==> src/hdl/wsfp_pkg.sv <==
// ----------------------------------------------------------------------------
// wsfp_pkg
// Shared types and constants for the WebSocket frame parser.
// ----------------------------------------------------------------------------
package wsfp_pkg;

   // Default width of the decoded frame length.
   localparam int LENGTH_BITS_DEF = 32;

   localparam int BYTE_BITS   = 8;
   localparam int OUT_LEN_BITS = 32;

   // Result kinds.
   localparam logic KIND_HEADER = 1'b0;
   localparam logic KIND_DATA   = 1'b1;

   // Header field codes.
   localparam logic [6:0] LEN_CODE_EXT16 = 7'd126;
   localparam logic [6:0] LEN_CODE_EXT64 = 7'd127;

   typedef struct packed {
      logic                    kind;
      logic                    fin;
      logic [2:0]              rsv;
      logic [3:0]              opcode;
      logic                    masked;
      logic [OUT_LEN_BITS-1:0] frame_bytes;
      logic [BYTE_BITS-1:0]    data;
      logic                    last;
   } result_type;

endpackage

==> src/hdl/wsfp_in_stage.sv <==
// ----------------------------------------------------------------------------
// wsfp_in_stage
// Input register for the received byte stream.
// ----------------------------------------------------------------------------
module wsfp_in_stage (
   input  logic                          clock,
   input  logic                          reset,
   input  logic                          req_tvalid,
   output logic                          req_tready,
   input  logic [wsfp_pkg::BYTE_BITS-1:0] req_tdata,
   output logic                          byte_valid,
   output logic [wsfp_pkg::BYTE_BITS-1:0] byte_data,
   input  logic                          byte_take
);

   logic                           valid_ff;
   logic                           valid_in;
   logic [wsfp_pkg::BYTE_BITS-1:0] byte_ff;

   // The register can load whenever it is empty or its byte leaves this cycle.
   assign req_tready = !valid_ff || byte_take;
   assign valid_in   = req_tready ? req_tvalid : valid_ff;

   always_ff @(posedge clock) begin
      if (reset) begin
         valid_ff <= 1'b0;
      end else begin
         valid_ff <= valid_in;
      end
      if (req_tready && req_tvalid) begin
         byte_ff <= req_tdata;
      end
   end

   assign byte_valid = valid_ff;
   assign byte_data  = byte_ff;

endmodule

==> src/hdl/wsfp_parser.sv <==
// ----------------------------------------------------------------------------
// wsfp_parser
// Frame header decoder, length and key collection, and payload unmasking.
// ----------------------------------------------------------------------------
module wsfp_parser #(
   parameter int LENGTH_BITS = wsfp_pkg::LENGTH_BITS_DEF
) (
   input  logic                           clock,
   input  logic                           reset,
   input  logic                           byte_valid,
   input  logic [wsfp_pkg::BYTE_BITS-1:0] byte_data,
   output logic                           byte_take,
   input  logic                           slot_free,
   output logic                           res_valid,
   output wsfp_pkg::result_type           result
);

   typedef enum logic [2:0] {
      PH_HDR0,
      PH_HDR1,
      PH_EXT16,
      PH_EXT64,
      PH_KEY,
      PH_DATA
   } phase_type;

   phase_type              phase_ff, phase_in;
   logic [8:0]             hdr_ff, hdr_in;
   logic [3:0]             count_ff, count_in;
   logic [LENGTH_BITS-1:0] flen_ff, flen_in;
   logic [31:0]            key_ff, key_in;
   logic [LENGTH_BITS-1:0] rem_ff, rem_in;
   logic [1:0]             kidx_ff, kidx_in;

   logic                   produces;
   logic                   finish;
   logic                   last_hdr;
   logic [7:0]             key_byte;
   wsfp_pkg::result_type   res;

   assign key_byte = 8'(key_ff >> {kidx_ff, 3'b000});

   always_comb begin
      phase_in = phase_ff;
      hdr_in   = hdr_ff;
      count_in = count_ff;
      flen_in  = flen_ff;
      key_in   = key_ff;
      rem_in   = rem_ff;
      kidx_in  = kidx_ff;
      produces = 1'b0;
      finish   = 1'b0;
      res      = '0;

      case (phase_ff)
         PH_HDR0: begin
            hdr_in   = {byte_data[7], byte_data[6:4], byte_data[3:0], 1'b0};
            key_in   = '0;
            flen_in  = '0;
            count_in = '0;
            phase_in = PH_HDR1;
         end
         PH_HDR1: begin
            hdr_in   = {hdr_ff[8:1], byte_data[7]};
            count_in = '0;
            if (byte_data[6:0] == wsfp_pkg::LEN_CODE_EXT16) begin
               flen_in  = '0;
               phase_in = PH_EXT16;
            end else if (byte_data[6:0] == wsfp_pkg::LEN_CODE_EXT64) begin
               flen_in  = '0;
               phase_in = PH_EXT64;
            end else begin
               flen_in = LENGTH_BITS'(byte_data[6:0]);
               if (byte_data[7]) begin
                  phase_in = PH_KEY;
               end else begin
                  finish = 1'b1;
               end
            end
         end
         PH_EXT16: begin
            flen_in  = LENGTH_BITS'({flen_ff[7:0], byte_data});
            count_in = 4'(count_ff + 4'd1);
            if (count_in >= 4'd2) begin
               count_in = '0;
               if (hdr_ff[0]) begin
                  phase_in = PH_KEY;
               end else begin
                  finish = 1'b1;
               end
            end
         end
         PH_EXT64: begin
            // Bytes above the kept length width fall off the top.
            flen_in  = {flen_ff[LENGTH_BITS-9:0], byte_data};
            count_in = 4'(count_ff + 4'd1);
            if (count_in >= 4'd8) begin
               count_in = '0;
               if (hdr_ff[0]) begin
                  phase_in = PH_KEY;
               end else begin
                  finish = 1'b1;
               end
            end
         end
         PH_KEY: begin
            key_in   = key_ff | (32'(byte_data) << {count_ff[1:0], 3'b000});
            count_in = 4'(count_ff + 4'd1);
            if (count_in >= 4'd4) begin
               count_in = '0;
               finish   = 1'b1;
            end
         end
         PH_DATA: begin
            produces        = 1'b1;
            kidx_in         = 2'(kidx_ff + 2'd1);
            rem_in          = rem_ff - LENGTH_BITS'(1);
            res.kind        = wsfp_pkg::KIND_DATA;
            res.fin         = hdr_ff[8];
            res.rsv         = hdr_ff[7:5];
            res.opcode      = hdr_ff[4:1];
            res.masked      = hdr_ff[0];
            res.frame_bytes = wsfp_pkg::OUT_LEN_BITS'(flen_ff);
            res.data        = byte_data ^ key_byte;
            res.last        = (rem_in == '0);
            if (rem_in == '0) begin
               phase_in = PH_HDR0;
            end
         end
         default: begin
            phase_in = PH_HDR0;
         end
      endcase

      // Header complete: emit the header result and arm the payload count.
      last_hdr = (flen_in == '0);
      if (finish) begin
         produces        = 1'b1;
         kidx_in         = '0;
         rem_in          = flen_in;
         phase_in        = last_hdr ? PH_HDR0 : PH_DATA;
         res.kind        = wsfp_pkg::KIND_HEADER;
         res.fin         = hdr_in[8];
         res.rsv         = hdr_in[7:5];
         res.opcode      = hdr_in[4:1];
         res.masked      = hdr_in[0];
         res.frame_bytes = wsfp_pkg::OUT_LEN_BITS'(flen_in);
         res.data        = '0;
         res.last        = last_hdr;
      end
   end

   // A byte that makes a result waits until the output register has room.
   assign byte_take = byte_valid && (!produces || slot_free);
   assign res_valid = byte_take && produces;
   assign result    = res;

   always_ff @(posedge clock) begin
      if (reset) begin
         phase_ff <= PH_HDR0;
         hdr_ff   <= '0;
         count_ff <= '0;
         flen_ff  <= '0;
         key_ff   <= '0;
         rem_ff   <= '0;
         kidx_ff  <= '0;
      end else if (byte_take) begin
         phase_ff <= phase_in;
         hdr_ff   <= hdr_in;
         count_ff <= count_in;
         flen_ff  <= flen_in;
         key_ff   <= key_in;
         rem_ff   <= rem_in;
         kidx_ff  <= kidx_in;
      end
   end

   a_last_restarts: assert property (@(posedge clock) disable iff (reset)
      res_valid && result.last |=> phase_ff == PH_HDR0)
      else $error("frame did not restart after its last result");

   a_data_emits: assert property (@(posedge clock) disable iff (reset)
      byte_take && phase_ff == PH_DATA |-> res_valid && result.kind == wsfp_pkg::KIND_DATA)
      else $error("payload byte taken without a data result");

   a_header_data_zero: assert property (@(posedge clock) disable iff (reset)
      res_valid && result.kind == wsfp_pkg::KIND_HEADER |-> result.data == 8'd0)
      else $error("header result carries nonzero data");

   a_remaining_live: assert property (@(posedge clock) disable iff (reset)
      phase_ff == PH_DATA |-> rem_ff != '0)
      else $error("payload phase with no bytes remaining");

endmodule

==> src/hdl/wsfp_out_stage.sv <==
// ----------------------------------------------------------------------------
// wsfp_out_stage
// Result register and response stream packing.
// ----------------------------------------------------------------------------
module wsfp_out_stage (
   input  logic                 clock,
   input  logic                 reset,
   input  logic                 res_valid,
   input  wsfp_pkg::result_type result,
   output logic                 slot_free,
   output logic                 rsp_tvalid,
   input  logic                 rsp_tready,
   // Fields from bit 0 up: fin, rsv[2:0], opcode[3:0], masked,
   // frame_bytes[31:0], data[7:0], zero fill.
   output logic [55:0]          rsp_tdata,
   output logic                 rsp_tlast,
   // Fields from bit 0 up: kind.
   output logic [0:0]           rsp_tuser
);

   logic                 valid_ff;
   logic                 valid_in;
   wsfp_pkg::result_type res_ff;

   assign slot_free = !valid_ff || rsp_tready;
   assign valid_in  = slot_free ? res_valid : valid_ff;

   always_ff @(posedge clock) begin
      if (reset) begin
         valid_ff <= 1'b0;
      end else begin
         valid_ff <= valid_in;
      end
      if (slot_free && res_valid) begin
         res_ff <= result;
      end
   end

   assign rsp_tvalid = valid_ff;
   assign rsp_tdata  = {7'd0, res_ff.data, res_ff.frame_bytes, res_ff.masked,
                        res_ff.opcode, res_ff.rsv, res_ff.fin};
   assign rsp_tlast  = res_ff.last;
   assign rsp_tuser  = res_ff.kind;

endmodule

==> src/hdl/websocket_frame_parser.sv <==
// ----------------------------------------------------------------------------
// websocket_frame_parser
// Splits a received byte stream into WebSocket frames and unmasks payloads.
// ----------------------------------------------------------------------------
// The req_ channel carries one received byte per request. The rsp_ channel
// carries one header result (tuser = 0) when a frame header is complete, then
// one result per payload byte (tuser = 1) with the data unmasked by the key.
// tlast marks the final result of a frame; a zero-length frame has tlast set
// on its header result. Header bytes that do not complete a header give no
// result.
// A byte accepted into the input register is decoded by the combinational
// frame state logic, and its result is loaded into the output register once
// that register has room. The block takes one byte per clock while the
// output register has room; the rate is set by the single decode step
// between the input and output registers.
// When rsp_tready is low the output register holds its result; bytes that
// make no result still pass, and req_tready drops only once a byte that
// needs the output register finds it full.
// Synchronous reset empties both registers and waits for a first header byte.
// ----------------------------------------------------------------------------
module websocket_frame_parser #(
   parameter int LENGTH_BITS = wsfp_pkg::LENGTH_BITS_DEF
) (
   input  logic        clock,
   input  logic        reset,
   input  logic        req_tvalid,
   output logic        req_tready,
   // Fields from bit 0 up: in_byte[7:0].
   input  logic [7:0]  req_tdata,
   output logic        rsp_tvalid,
   input  logic        rsp_tready,
   // Fields from bit 0 up: fin, rsv[2:0], opcode[3:0], masked,
   // frame_bytes[31:0], data[7:0], zero fill.
   output logic [55:0] rsp_tdata,
   output logic        rsp_tlast,
   // Fields from bit 0 up: kind.
   output logic [0:0]  rsp_tuser
);

   logic                           byte_valid;
   logic [wsfp_pkg::BYTE_BITS-1:0] byte_data;
   logic                           byte_take;
   logic                           slot_free;
   logic                           res_valid;
   wsfp_pkg::result_type           result;

   wsfp_in_stage u_in (
      .clock      (clock),
      .reset      (reset),
      .req_tvalid (req_tvalid),
      .req_tready (req_tready),
      .req_tdata  (req_tdata),
      .byte_valid (byte_valid),
      .byte_data  (byte_data),
      .byte_take  (byte_take)
   );

   wsfp_parser #(
      .LENGTH_BITS (LENGTH_BITS)
   ) u_parser (
      .clock      (clock),
      .reset      (reset),
      .byte_valid (byte_valid),
      .byte_data  (byte_data),
      .byte_take  (byte_take),
      .slot_free  (slot_free),
      .res_valid  (res_valid),
      .result     (result)
   );

   wsfp_out_stage u_out (
      .clock      (clock),
      .reset      (reset),
      .res_valid  (res_valid),
      .result     (result),
      .slot_free  (slot_free),
      .rsp_tvalid (rsp_tvalid),
      .rsp_tready (rsp_tready),
      .rsp_tdata  (rsp_tdata),
      .rsp_tlast  (rsp_tlast),
      .rsp_tuser  (rsp_tuser)
   );

endmodule
==> config.mk <==
export PLATFORM = sky130hd
export DESIGN_NAME = websocket_frame_parser
export DESIGN_NICKNAME = d
export VERILOG_FILES = /design/src/hdl/wsfp_pkg.sv /design/src/hdl/wsfp_in_stage.sv /design/src/hdl/wsfp_parser.sv /design/src/hdl/wsfp_out_stage.sv /design/src/hdl/websocket_frame_parser.sv
export SDC_FILE = /design/constraint.sdc
export NUM_CORES = 1
export LEC_CHECK = 0
export ABC_AREA = 1
export BUFFER_PORTS_ARGS = -buffer_cell sky130_fd_sc_hd__clkbuf_2
export CORE_MARGIN = 2
export CORE_UTILIZATION = 56
export DETAILED_ROUTE_END_ITERATION = 16
export HOLD_SLACK_MARGIN = 0.05
export PLACE_DENSITY = 0.76
export SYNTH_ARGS = -nofsm -noshare
export SYNTH_HDL_FRONTEND = slang
export SYNTH_SLANG_ARGS = --single-unit
==> constraint.sdc <==
create_clock -name clock -period 2.7 [get_ports clock]
set_input_delay 0.54 -clock clock [delete_from_list [all_inputs] [get_ports clock]]
set_output_delay 0.54 -clock clock [all_outputs]
set_load 0.02 [all_outputs]
==> metrics.yaml <==
status: "completed"
endpoint_kind: "primary output"
arrival_ns: 2.06
slowest_stage: "dfxtp_2"
grt_overflow: 0
rr_worst_depth: 18
reg2reg_slack_ns: 0.25
worst_pin_slew_ns: 0.732
fmax_mhz: 385
ctsRootBufferMaster: "clkbuf_16"
ys_dominant_reg_cell: "dfxtp_1"
drt_iter0_markers: 1158
crit_family: "simple AND/OR/NAND/NOR gates"
syn_area_per_cell_sq_um: 7.07
synthTopCellsByCount: "nand2_1 (378), nor2_1 (136), o21ai_0 (135)"
ios: 72
critPathKind: "flop to primary output"
nets: 1394
synth_area_leaders: "dfxtp_1 (25%), edfxtp_1 (19%), nand2_1 (15%)"
holdPathStages: 1
synth.most_common_cell: "nand2_1"
finClkSkew_ns: 0.00816
slowest_delay_ns: 0.33
netlist-cell-type-count: 46
core_region_area_sq_um: 16500
setup_ws_ns: 0.100
vias: 9216
clkLatencyLatePin_ns: 0.43
syn_area_sq_um: 9400
regArea_sq_um: 4100
rows: 47
htree_num_levels: 4
critical_path.cell_chain: "ha_1 -> xor2_1 -> inv_1 -> nand2_2 -> nor2_2 -> or2_4 -> nand3_2 -> nand2_2 -> inv_1 -> nand2_1 -> buf_4"
postSynth.asyncResetShare: 0
cp.required_ns: 2.16
wl_microns: 26600
hp-class: "primary input to flop"
grt_max_degree: 65
multiInputGateArea_sq_um: 4510
via_per_inst: 5.72
switching_power_mw: 2.46
synth.top_cell.area_share: 0.247
hold_viol: 0
place.detailed.hpwl_microns: 18400
fillerInstances: 1483
finalCritPeriodShare: 0.963
cts_sinks: 175
ant_nets: 0
yosys_warnings: 0
startpoint_type: "flop"
cts_buffers: 17
maxCapViolations: 0
wl_per_cell_microns: 16.5
clk_pin_slew_ns: 0.07
path_buf_inv: 3
setup_viol: 0
r2r-end: "u_parser.phase_ff[1]"
die-width_microns: 134
p_per_area_nw_per_um2: 704
drc: 0
drive_above_1_share: 0.118
internal_power_mw: 5.00
fp.dieH_microns: 134
combPwrFrac: 0.255
antenna_found_initial: 0
cts_buffer_depth: 2
grt_first_pass_wirelength_microns: 41500
power.leakage_nw: 4.51
initial_core_util: 0.569
ir_worst_vdd_mv: 0.516
die_area_sq_um: 17800
worstPathMaxFanout: 4
first_global_vias: 8035
drv_slew: 0
switching_share: 0.329
synth_edf_count: 59
grt_usage: 0.294
worst_hold_startpoint: "req_tdata[3]"
timing.final.crit_period_ns: 2.60
ys_ff_latch: 175
port_buffers: 64
rsz0062_at_grt: "yes"
diodes: 0
ys_seq_area_frac: 0.435
holdWs_ns: 0.281
drtPass1Iterations: 7
power_frac_seq: 0.392
r2r_start: "u_parser.rem_ff[0]"
cts_tree: "built"
fin_setup_tns_ns: 0
clkPwrFrac: 0.354
place.gp.congestion: 1.01
syn_to_final_growth_pct: 12.7
synthCells: 1330
cp-startpoint: "u_parser.count_ff[0]"
cts_hold_buf: 0
synth_top_cell_by_area: "dfxtp_1"
pre_cts_ws_ns: 0.237
slew_headroom: 0.511
holdPathEnd: "u_in.byte_data[3]"
final_util: 0.642
[through the flow]
step	instance area, sq um	power (mW)	std cells
global placement	9920	4.77	1575
floorplan	9430	4.29	1336
finish	10600	7.46	1612
global route	10600	7.77	1612
CTS	10500	7.39	1607
detailed placement	9920	4.79	1575
[state kept, by name (all words and copies together) (netlist names)]
| signal | cells |
|---|---|
| u_parser.rem_ff | 32 |
| u_parser.hdr_ff | 9 |
| u_out.rsp_tuser | 1 |
| u_out.rsp_tvalid | 1 |
| u_parser.flen_ff | 32 |
| u_out.rsp_tlast | 1 |
| u_parser.phase_ff | 3 |
| u_parser.count_ff | 4 |
| u_in.byte_data | 8 |
| u_parser.key_ff | 32 |
| u_parser.kidx_ff | 2 |
| u_out.rsp_tdata | 49 |
| u_in.byte_valid | 1 |
[power groups by stage]
stage,clock (mW),sequential (mW),combinational (mW)
3_5_place_dp,0,2.97,1.81
6_report,2.64,2.92,1.90
4_1_cts,2.65,2.92,1.83
5_1_grt,2.74,2.93,2.09
2_1_floorplan,0,2.98,1.31
3_3_place_gp,0,2.97,1.80
[routing by layer]
| layer | track usage | part of all wire | up-vias |
|---|---|---|---|
| met3 | 0.0654 | 0.10 | 52 |
| met1 | 0.419 | 0.43 | 4222 |
| li1 | - | - | 4478 |
| met2 | 0.444 | 0.44 | 464 |
| met5 | 0 | 0 | - |
| met4 | 0.0975 | 0.024 | 0 |
[worst max-delay path by stage]
| stage | slack, ns | depth (start not counted) | to |
|---|---|---|---|
| floorplan | 0.25 | 12 | u_out.rsp_tdata[0] |
| global placement | 0.28 | 13 | u_parser.phase_ff[2] |
| detailed placement | 0.24 | 13 | u_parser.phase_ff[2] |
| CTS | 0.07 | 11 | req_tready |
| global route | -0.02 | 11 | req_tready |
| finish | 0.10 | 11 | req_tready |
[cell type report]
type,count,area share
Inverter,117,0.0419
Timing Repair Buffer,98,0.0616
Clock buffer,22,0.0438
Sequential cell,175,0.387
Clock inverter,10,0.0150
Tap cell,220,0.0260
Multi-Input combinational cell,970,0.425
[layout by cell type, fill, tap and decap left out, types with 7 or more instances in the layout]
| cell | n |
|---|---|
| nand2_1 | 378 |
| inv_1 | 106 |
| o21ai_1 | 18 |
| o21a_1 | 23 |
| clkbuf_2 | 63 |
| edfxtp_1 | 59 |
| clkbuf_16 | 17 |
| nand4_1 | 22 |
| buf_4 | 29 |
| dfxtp_1 | 113 |
| nor3_1 | 25 |
| a21oi_1 | 125 |
| a32oi_1 | 8 |
| conb_1 | 7 |
| nor2_2 | 8 |
| o21ai_0 | 135 |
| inv_2 | 9 |
| nand3_1 | 33 |
| nor2_1 | 133 |
[cell families (layout without fill, tap and decap cells)]
kind of cell / count (synthesis) / in the layout / synth area share
AND/OR/NAND/NOR: 621 / 621 / 0.272
XOR/XNOR: 5 / 5 / 0.00546
buffers and inverters: 191 / 247 / 0.0897
adder cells (fa/ha/maj): 3 / 3 / 0.00399
AO/OA/AOI/OAI: 334 / 334 / 0.193
flip-flops: 175 / 175 / 0.435
other: 1 / 7 / 0.000399
[timing repair]
action / 4_1_cts / 5_1_grt
endpoints found under the setup margin: 1 / 4
gates resized for setup: 1 / 12
setup buffers: 0 / 5
No activity file was read; power rests on OpenSTA's default activity.
